===== src/design/satlb_pkg.sv =====
// ----------------------------------------------------------------------------
// satlb_pkg - shared types and constants of the set-associative TLB
// Geometry, entry layout, status and opcode codes, and the command and
// status bundles between controller and datapath.
// ----------------------------------------------------------------------------
`default_nettype none

package satlb_pkg;

	// Geometry. SETS is a power of two: the set index is the low VPN bits.
	localparam int SETS    = 16;
	localparam int WAYS    = 4;
	localparam int VPN_W   = 20;
	localparam int FRAME_W = 20;
	localparam int SET_W   = (SETS > 1) ? $clog2(SETS) : 1;
	localparam int TAG_W   = VPN_W - $clog2(SETS);
	localparam int WAY_W   = (WAYS > 1) ? $clog2(WAYS) : 1;
	localparam int RANK_W  = (WAYS > 1) ? $clog2(WAYS) : 1;
	localparam int OLD_W   = RANK_W + 1;

	typedef enum logic {
		OP_LOOKUP = 1'b0,
		OP_FILL   = 1'b1
	} opcode_t;

	typedef enum logic [1:0] {
		ST_MISS      = 2'd0,
		ST_HIT       = 2'd1,
		ST_HIT_DIRTY = 2'd2,
		ST_FILLED    = 2'd3
	} status_t;

	// One way of a set row as held in the set RAM.
	typedef struct packed {
		logic              dirty;
		logic [RANK_W-1:0] rank;
		logic [TAG_W-1:0]  tag;
		logic [FRAME_W-1:0] frame;
	} way_entry_t;

	typedef way_entry_t [WAYS-1:0] set_row_t;

	// Controller to datapath.
	typedef struct packed {
		logic capture;  // latch the accepted word and read its set row
		logic update;   // resolve, write the row back, load the output word
	} dp_cmd_t;

	// Datapath to controller.
	typedef struct packed {
		logic out_ready; // output register can take a word this cycle
	} dp_sts_t;

endpackage

`default_nettype wire


===== src/design/satlb_ctrl.sv =====
// ----------------------------------------------------------------------------
// satlb_ctrl - sequencing of one TLB access
// Two-state machine: take a word and read its set, then resolve and write
// back once the output register is free.
// ----------------------------------------------------------------------------
`default_nettype none

module satlb_ctrl
	import satlb_pkg::*;
(
	input  wire logic    clk,
	input  wire logic    arst_n,
	input  wire logic    in_valid,
	output logic         in_stall,
	input  wire dp_sts_t sts,
	output dp_cmd_t      cmd
);

	typedef enum logic [1:0] {
		S_IDLE   = 2'b01,
		S_LOOKUP = 2'b10
	} state_t;

	state_t state_q;
	state_t state_d;

	always_comb begin
		state_d     = state_q;
		cmd.capture = 1'b0;
		cmd.update  = 1'b0;
		case (state_q)
			S_IDLE: begin
				if (in_valid) begin
					cmd.capture = 1'b1;
					state_d     = S_LOOKUP;
				end
			end
			S_LOOKUP: begin
				if (sts.out_ready) begin
					cmd.update = 1'b1;
					state_d    = S_IDLE;
				end
			end
			default: begin
				state_d = S_IDLE;
			end
		endcase
	end

	assign in_stall = (state_q != S_IDLE);

	always_ff @(posedge clk or negedge arst_n) begin
		if (!arst_n) begin
			state_q <= S_IDLE;
		end else begin
			state_q <= state_d;
		end
	end

`ifndef ASSERT_OFF
	// An accepted word always goes on to resolve.
	a_accept_to_lookup: assert property (@(posedge clk) disable iff (!arst_n)
		(in_valid && !in_stall) |=> (state_q == S_LOOKUP))
		else $error("accepted word did not move to lookup");

	// Resolve waits on the output register and then frees the input side.
	a_lookup_release: assert property (@(posedge clk) disable iff (!arst_n)
		(state_q == S_LOOKUP && sts.out_ready) |=> !in_stall)
		else $error("input side not released after resolve");
`endif

endmodule

`default_nettype wire


===== src/design/satlb_dp.sv =====
// ----------------------------------------------------------------------------
// satlb_dp - TLB datapath
// Set RAM with one row per set, valid flops, tag compare, LRU rank update
// and the output register.
// ----------------------------------------------------------------------------
`default_nettype none

module satlb_dp
	import satlb_pkg::*;
(
	input  wire logic               clk,
	input  wire logic               arst_n,
	input  wire dp_cmd_t            cmd,
	output dp_sts_t                 sts,
	input  wire logic               opcode,
	input  wire logic [VPN_W-1:0]   virtual_page,
	input  wire logic               is_write,
	input  wire logic [FRAME_W-1:0] pte_frame,
	input  wire logic               pte_dirty,
	output logic                    out_valid,
	input  wire logic               out_stall,
	output logic [1:0]              status,
	output logic [FRAME_W-1:0]      frame
);

	// Set RAM, read at capture and written at update.
	set_row_t mem [SETS];

	logic [WAYS-1:0] valid_q [SETS];

	// Stage 1: accepted word and its set row.
	opcode_t            op_s1;
	logic [SET_W-1:0]   set_s1;
	logic [TAG_W-1:0]   tag_s1;
	logic               wr_s1;
	logic [FRAME_W-1:0] pframe_s1;
	logic               pdirty_s1;
	set_row_t           row_s1;
	logic [WAYS-1:0]    valid_s1;

	logic               out_valid_q;
	status_t            status_q;
	logic [FRAME_W-1:0] frame_q;

	logic [SET_W-1:0]   in_set;
	logic [TAG_W-1:0]   in_tag;

	logic [WAYS-1:0]    hit_vec;
	logic               hit_any;
	logic [WAY_W-1:0]   hit_way;
	logic               free_any;
	logic [WAY_W-1:0]   free_way;
	logic [WAY_W-1:0]   lru_way;
	logic [WAY_W-1:0]   pick;
	logic [OLD_W-1:0]   old_rank;
	logic               row_we;
	set_row_t           new_row;
	status_t            res_status;
	logic [FRAME_W-1:0] res_frame;

	assign in_set = SET_W'(virtual_page % SETS);
	assign in_tag = TAG_W'(virtual_page / SETS);

	always_ff @(posedge clk) begin
		if (cmd.capture) begin
			op_s1     <= opcode_t'(opcode);
			set_s1    <= in_set;
			tag_s1    <= in_tag;
			wr_s1     <= is_write;
			pframe_s1 <= pte_frame;
			pdirty_s1 <= pte_dirty;
			row_s1    <= mem[in_set];
			valid_s1  <= valid_q[in_set];
		end
		if (cmd.update && row_we) begin
			mem[set_s1] <= new_row;
		end
	end

	// Tag compare, first free way and LRU way, lowest way wins.
	always_comb begin
		hit_vec  = '0;
		hit_any  = 1'b0;
		hit_way  = '0;
		free_any = 1'b0;
		free_way = '0;
		lru_way  = '0;
		for (int w = WAYS - 1; w >= 0; w--) begin
			hit_vec[w] = valid_s1[w] && (row_s1[w].tag == tag_s1);
			if (hit_vec[w]) begin
				hit_any = 1'b1;
				hit_way = WAY_W'(w);
			end
			if (!valid_s1[w]) begin
				free_any = 1'b1;
				free_way = WAY_W'(w);
			end
			if (row_s1[w].rank == RANK_W'(WAYS - 1)) begin
				lru_way = WAY_W'(w);
			end
		end
	end

	// Pick the way, age the more recent valid ways, build the new row.
	always_comb begin
		res_status = ST_MISS;
		res_frame  = '0;
		row_we     = 1'b0;
		pick       = hit_way;
		old_rank   = {1'b0, row_s1[hit_way].rank};
		if (op_s1 == OP_FILL) begin
			row_we     = 1'b1;
			res_status = ST_FILLED;
			if (free_any) begin
				pick     = free_way;
				old_rank = OLD_W'(WAYS);
			end else begin
				pick     = lru_way;
				old_rank = OLD_W'(WAYS - 1);
			end
		end else if (hit_any) begin
			row_we     = 1'b1;
			res_frame  = row_s1[hit_way].frame;
			res_status = (wr_s1 && !row_s1[hit_way].dirty) ? ST_HIT_DIRTY : ST_HIT;
		end

		new_row = row_s1;
		for (int w = 0; w < WAYS; w++) begin
			if (WAY_W'(w) == pick) begin
				new_row[w].rank = '0;
				if (op_s1 == OP_FILL) begin
					new_row[w].dirty = wr_s1 | pdirty_s1;
					new_row[w].tag   = tag_s1;
					new_row[w].frame = pframe_s1;
				end else begin
					new_row[w].dirty = row_s1[w].dirty | wr_s1;
				end
			end else if (valid_s1[w] && ({1'b0, row_s1[w].rank} < old_rank)) begin
				new_row[w].rank = row_s1[w].rank + RANK_W'(1);
			end
		end
	end

	always_ff @(posedge clk or negedge arst_n) begin
		if (!arst_n) begin
			for (int s = 0; s < SETS; s++) begin
				valid_q[s] <= '0;
			end
		end else if (cmd.update && op_s1 == OP_FILL) begin
			valid_q[set_s1][pick] <= 1'b1;
		end
	end

	always_ff @(posedge clk or negedge arst_n) begin
		if (!arst_n) begin
			out_valid_q <= 1'b0;
		end else if (cmd.update) begin
			out_valid_q <= 1'b1;
		end else if (!out_stall) begin
			out_valid_q <= 1'b0;
		end
	end

	always_ff @(posedge clk) begin
		if (cmd.update) begin
			status_q <= res_status;
			frame_q  <= res_frame;
		end
	end

	assign sts.out_ready = !out_valid_q || !out_stall;
	assign out_valid     = out_valid_q;
	assign status        = status_q;
	assign frame         = frame_q;

`ifndef ASSERT_OFF
	// Never overwrite a word that is still held by a stall.
	a_no_overwrite: assert property (@(posedge clk) disable iff (!arst_n)
		cmd.update |-> !(out_valid_q && out_stall))
		else $error("output word overwritten while stalled");

	// Misses and fills carry no frame.
	a_zero_frame: assert property (@(posedge clk) disable iff (!arst_n)
		(out_valid_q && (status_q == ST_MISS || status_q == ST_FILLED)) |-> (frame_q == '0))
		else $error("nonzero frame on miss or fill");
`endif

endmodule

`default_nettype wire


===== src/design/set_assoc_tlb_lru.sv =====
// ----------------------------------------------------------------------------
// set_assoc_tlb_lru - set-associative TLB with true LRU replacement
// Lookup and fill of 4-way, 16-set translation entries, one word in and one
// result word out per access.
// ----------------------------------------------------------------------------
// An access runs in two steps. At the accepting edge the set row (tag,
// frame, dirty and LRU rank of every way) is read from the single-port set
// RAM; then, once the output register can take a word, the tags are
// compared, the LRU ranks are updated, the row is written back and the
// result word is loaded into the output register. The read-modify-write
// of one set row goes through that one RAM port, and the input stays stalled
// from acceptance until the row is written back, and longer while a finished
// result word waits in the output register. The set index is the low four
// bits of the virtual page and the tag is the upper sixteen. A lookup takes
// the lowest matching valid way, makes it most recent and returns its frame
// (status hit, or hit with dirty newly set when a write finds a clean entry);
// a miss returns status miss and frame zero. A fill does not look up first:
// it takes the lowest invalid way, else the least recently used one, and
// returns status filled with frame zero. Valid bits clear at reset; no RAM
// clearing pass is needed, so the block accepts words right after reset.
// ----------------------------------------------------------------------------
`default_nettype none

module set_assoc_tlb_lru
	import satlb_pkg::*;
(
	input  wire logic               clk,
	input  wire logic               arst_n,
	// request channel
	input  wire logic               in_valid,
	output logic                    in_stall,
	input  wire logic               opcode,
	input  wire logic [VPN_W-1:0]   virtual_page,
	input  wire logic               is_write,
	input  wire logic [FRAME_W-1:0] pte_frame,
	input  wire logic               pte_dirty,
	// result channel
	output logic                    out_valid,
	input  wire logic               out_stall,
	output logic [1:0]              status,
	output logic [FRAME_W-1:0]      frame
);

	dp_cmd_t cmd;
	dp_sts_t sts;

	// Sequence each access: capture and read, then resolve and write back.
	satlb_ctrl u_ctrl (
		.clk      (clk),
		.arst_n   (arst_n),
		.in_valid (in_valid),
		.in_stall (in_stall),
		.sts      (sts),
		.cmd      (cmd)
	);

	// Hold the set RAM, valid bits, compare and LRU logic, result register.
	satlb_dp u_dp (
		.clk          (clk),
		.arst_n       (arst_n),
		.cmd          (cmd),
		.sts          (sts),
		.opcode       (opcode),
		.virtual_page (virtual_page),
		.is_write     (is_write),
		.pte_frame    (pte_frame),
		.pte_dirty    (pte_dirty),
		.out_valid    (out_valid),
		.out_stall    (out_stall),
		.status       (status),
		.frame        (frame)
	);

endmodule

`default_nettype wire


===== config.mk =====
export PLATFORM = sky130hd
export DESIGN_NAME = set_assoc_tlb_lru
export DESIGN_NICKNAME = d
export VERILOG_FILES = /design/src/design/satlb_pkg.sv /design/src/design/satlb_ctrl.sv /design/src/design/satlb_dp.sv /design/src/design/set_assoc_tlb_lru.sv
export SDC_FILE = /design/constraint.sdc
export NUM_CORES = 2
export LEC_CHECK = 0
export BUFFER_PORTS_ARGS = -buffer_cell sky130_fd_sc_hd__buf_2
export CAP_MARGIN = 20
export CORE_MARGIN = 8
export CORE_UTILIZATION = 25
export CTS_CLUSTER_SIZE = 8
export DETAILED_ROUTE_END_ITERATION = 10
export GPL_TIMING_DRIVEN = 0
export PLACE_DENSITY_LB_ADDON = 0.3
export RECOVER_POWER = 25
export REMOVE_ABC_BUFFERS = 1
export SLEW_MARGIN = 25
export SYNTH_ARGS = -nofsm -noshare
export SYNTH_HDL_FRONTEND = slang
export SYNTH_SLANG_ARGS = --single-unit

===== constraint.sdc =====
create_clock -name clk -period 11.7 [get_ports clk]
set_input_delay 2.34 -clock clk [delete_from_list [all_inputs] [get_ports clk]]
set_output_delay 2.34 -clock clk [all_outputs]
set_load 0.02 [all_outputs]

==> impl_metrics.yaml <==
timing:
  slew_headroom: -2.43
  setup_repair_after_global_routing_missed_its_margin: "no"
  final_number_of_max_transition_violations: 389
  achievable-frequency_mhz: 119
  timing.final.hold_violations: 0
  period_share: 0.715
  layout_min_cycle_time_ns: 8.37
  worst_case_clock_skew_ns: 0.0616
  timing_worst_slew_pin_value_ns: 5.14
  setup_total_negative_slack_ns: 0
  count_of_final_setup_violators: 0
placement:
  gp_congestion: 0.694
  place.detailed.instances: 10400
  port-buffer-count: 70
  dp.final_hpwl_mm: 174
power:
  power_density_nw_per_um2: 171
  leakagePower_uw: 0.0414
  vdd_drop_max_uv: 118
yosys:
  post_synth_xor_xnor_area: 0.00536
  proportion_of_synthesized_area_in_mux_cells: 0.183
  largest_cells_by_area_after_synthesis: "sky130_fd_sc_hd__edfxtp_1, sky130_fd_sc_hd__mux4_2, sky130_fd_sc_hd__dfrtp_1"
  synth_enable_flop_cells: 2721
  synth_compound_gate_area_share: 0.0155
  post-synth-top-area-cell: "sky130_fd_sc_hd__edfxtp_1"
  mappedNetlistArea_sq_um: 108000
  ys_seq_elements: 2788
  syn-instance-count: 4551
  synth_top_cell_area_share: 0.758
  synthFlopType: "sky130_fd_sc_hd__edfxtp_1"
  synthesis.area_per_instance_sq_um: 23.7
  post_synth_and_or_nand_nor_area_fraction: 0.0114
  yosys.area_share.adder: 0.000929
  share_of_synthesized_area_occupied_by_flip_flops_and_latches: 0.774
  synth_cell_type_count: 68
  synthArstFlopShare: 0.0240
  synthesis.yosys.warnings: 0
  synth_top_family_by_area: "multiplexers"
detailed_routing:
  drt_pre_antenna_iters: 5
  avgRoutedWirePerCell_um: 25.8
  total_length_of_routed_wires_mm: 280
  viasPerCell: 4.56
  drcViolationCount: 0
  detailedRoute.firstIterationViolations: 4245
  postRouteAntennaNets: 0
  routed-via-count: 49500
grt:
  grt_first_pass_wirelength_mm: 401
  grtUsageTotal: 0.120
  overflow_left_after_global_routing: 0
  antenna_found_initial: 15
  largest_net_degree_at_the_start_of_global_routing: 102
  grt_pass1_vias: 53300
die:
  chipWidth_um: 673
  placementRows: 241
  die_height_um: 673
  placeableCoreArea_sq_um: 430000
  pin_count: 71
  start_util: 0.251
  fp.dieArea_sq_um: 452000
setup_path:
  critical-path-max-stage-delay_ns: 1.45
  crit_path_cell_trace: "xnor2_1 -> nand4_1 -> or3_1 -> o311ai_0 -> a21o_1 -> clkbuf_1 -> o21ai_0 -> nor2_1 -> a21oi_1 -> a21oi_2"
  cp_max_fo: 19
  worst-endpoint-required_ns: 12.28
  timing_worst_setup_path_type: "flop to flop"
  critical_path.slowest_cell: "sky130_fd_sc_hd__clkbuf_1"
  worstSetupStartpoint: "u_dp.tag_s1[2]"
  timing.critical_path.arrival_ns: 8.95
  crit-reg2reg-launch: "u_dp.tag_s1[2]"
  timing.critical_path.to_type: "flop"
  critPathTopFamily: "compound AO/OA/AOI/OAI gates"
  crit_buf_inv: 1
  crit_path_start_kind: "flop"
clocking:
  ctsRootBufferMaster: "sky130_fd_sc_hd__clkbuf_16"
  cts_buffer_depth: 4
  cts_tree: "yes"
  hold_fix_buffers_cts: 0
  cts_repair_resize_count: 0
  clock_transition_at_the_registers_of_the_reported_paths_ns: 0.05
  cts_buffers: 391
  postCtsSetupBuffers: 0
  cts_htree_levels: 5
  cts_num_sinks: 2788
  clk-insertion-delay-late_ns: 0.87
finish:
  area_growth_from_synthesis_to_layout_pct: 22.1
  finalNonFillerCells: 10900
  final_layout_size_suffix_gt1_frac: 0.308
  layout.nets: 5133
status:
  failing_checks: "max-capacitance violations, max-slew violations"
  status: "complete, but fails checks"
job:
  cap_viol_max_count: 17
worst_hold_path:
  hold_path_startpoint: "u_dp.valid_q[38]"
  hp-class: "flop to flop"
## cell usage in the layout (no fill, tap or decap), drive strengths merged, types with 2 or more instances in the layout
| cell | count |
|---|---|
| nand2b | 11 |
| nor2b | 45 |
| a21oi | 54 |
| nand2 | 24 |
| nor2 | 48 |
| o21a | 2 |
| buf | 297 |
| dfrtp | 66 |
| a21o | 66 |
| ha | 8 |
| a211oi | 65 |
| or2 | 7 |
| clkbuf | 523 |
| mux4 | 760 |
| inv | 15 |
| and4 | 2 |
| nand4 | 14 |
| nor3b | 2 |
| mux2i | 68 |
| clkinv | 9 |
| xor2 | 40 |
| a2111oi | 20 |
| xnor2 | 26 |
| nor4 | 11 |
| o21ai | 14 |
| or4 | 3 |
| and2 | 25 |
| and3 | 2 |
| nor3 | 9 |
| edfxtp | 2721 |
| mux2 | 148 |
| o211ai | 2 |
| diode | 3 |
| o311ai | 3 |
| nand3 | 7 |
| or3 | 3 |
## state kept, by name, summed over array words and instances (netlist names)
| name | flops |
|---|---|
| u_dp.status | 2 |
| u_dp.row_s1 | 156 |
| u_dp.wr_s1 | 1 |
| u_dp.pframe_s1 | 20 |
| u_dp.set_s1 | 4 |
| u_dp.valid_q | 64 |
| u_dp.mem | 2496 |
| u_dp.out_valid | 1 |
| u_dp.valid_s1 | 4 |
| u_dp.pdirty_s1 | 1 |
| u_dp.op_s1 | 1 |
| u_dp.frame | 20 |
| u_dp.tag_s1 | 16 |
| u_ctrl.state_q | 2 |
## worst reg2reg max path, delay by kind of cell (launching register included)
kind	cells	cell delay (ns)
simple gates	3	2.28
compound gates	5	3.02
buf+inv	1	1.46
xor+xnor	1	0.80
flops	1	0.54
## synthesized netlist by cell type, drive strengths merged (2+ instances only)
cell / n
xnor2: 26
mux2: 148
nor3b: 2
a21oi: 54
and3: 2
or3: 3
buf: 109
mux4: 760
nor4: 11
xor2: 40
nor2: 48
o311ai: 3
or4: 3
inv: 7
a2111oi: 20
and2: 25
o211ai: 2
nand2: 24
mux2i: 68
nand4: 14
o21ai: 14
and4: 2
nor2b: 45
dfrtp: 66
or2: 7
nand2b: 11
nand3: 7
a211oi: 65
ha: 8
a21o: 66
nor3: 9
clkbuf: 141
edfxtp: 2721
o21a: 2
## per-layer routing
layer  global-route usage  routed length, um  vias to the layer above
li1                     -                  -                    20400
met1                0.159             120000                    27400
met2                0.208             141000                     1267
met3               0.0199              13500                      396
met4               0.0260               5360                        6
met5                    0                 36                        -
## cells by family (layout without fill, tap and decap cells)
kind of cell | after synthesis | count (layout)
flip-flops | 2788 | 2788
adder cells (fa/ha/maj) | 8 | 8
AND/OR/NAND/NOR | 219 | 219
multiplexers | 976 | 976
other | 0 | 3
XOR/XNOR | 66 | 66
AO/OA/AOI/OAI | 237 | 237
buffers and inverters | 257 | 844
## stage by stage
step,hold slack (ns),instance area (sq um),total power (uW),setup slack [ns],util
5_1_grt,0.458,132000,23200,2.73,0.306
2_1_floorplan,0.423,107000,12200,0.181,-
6_report,0.449,132000,22400,3.33,0.306
3_5_place_dp,0.439,122000,12800,5.25,0.284
4_1_cts,0.451,132000,22800,5.36,0.308
3_3_place_gp,0.432,114000,13200,-15.83,0.266
## power by group
| group | total [uW] | leakage [uW] | switching (uW) | internal (uW) |
|---|---|---|---|---|
| clock | 9900 | 0.00506 | 3920 | 5970 |
| combinational | 1180 | 0.0109 | 733 | 451 |
| sequential | 11400 | 0.0255 | 76.8 | 11300 |
| total | 22400 | 0.0414 | 4730 | 17700 |
## layout make-up
cell class	instances	area, sq um
diodes	3	7.51
clock buffers	436	10100
clock inverters	17	269
fillers	41100	298000
inverters	7	26.3
multi-input cells	1506	23400
flip-flops and latches	2788	83400
well taps	5710	7140
repair buffers	384	7270
## path summary, 6_finish.rpt
check | endpoint | slack [ns] | cells after the start
setup / recovery | u_dp.mem[14][116] | 3.33 | 10
hold / removal | u_dp.valid_q[38] | 0.45 | 1
setup reg to reg | u_dp.mem[14][116] | 3.33 | 10
hold reg to reg | u_dp.valid_q[38] | 0.45 | 1
max in group asynchronous | u_dp.valid_q[8] | 7.07 | 2
min in group asynchronous | u_dp.out_valid | 2.11 | 1
No activity file was read; power rests on OpenSTA's default activity.
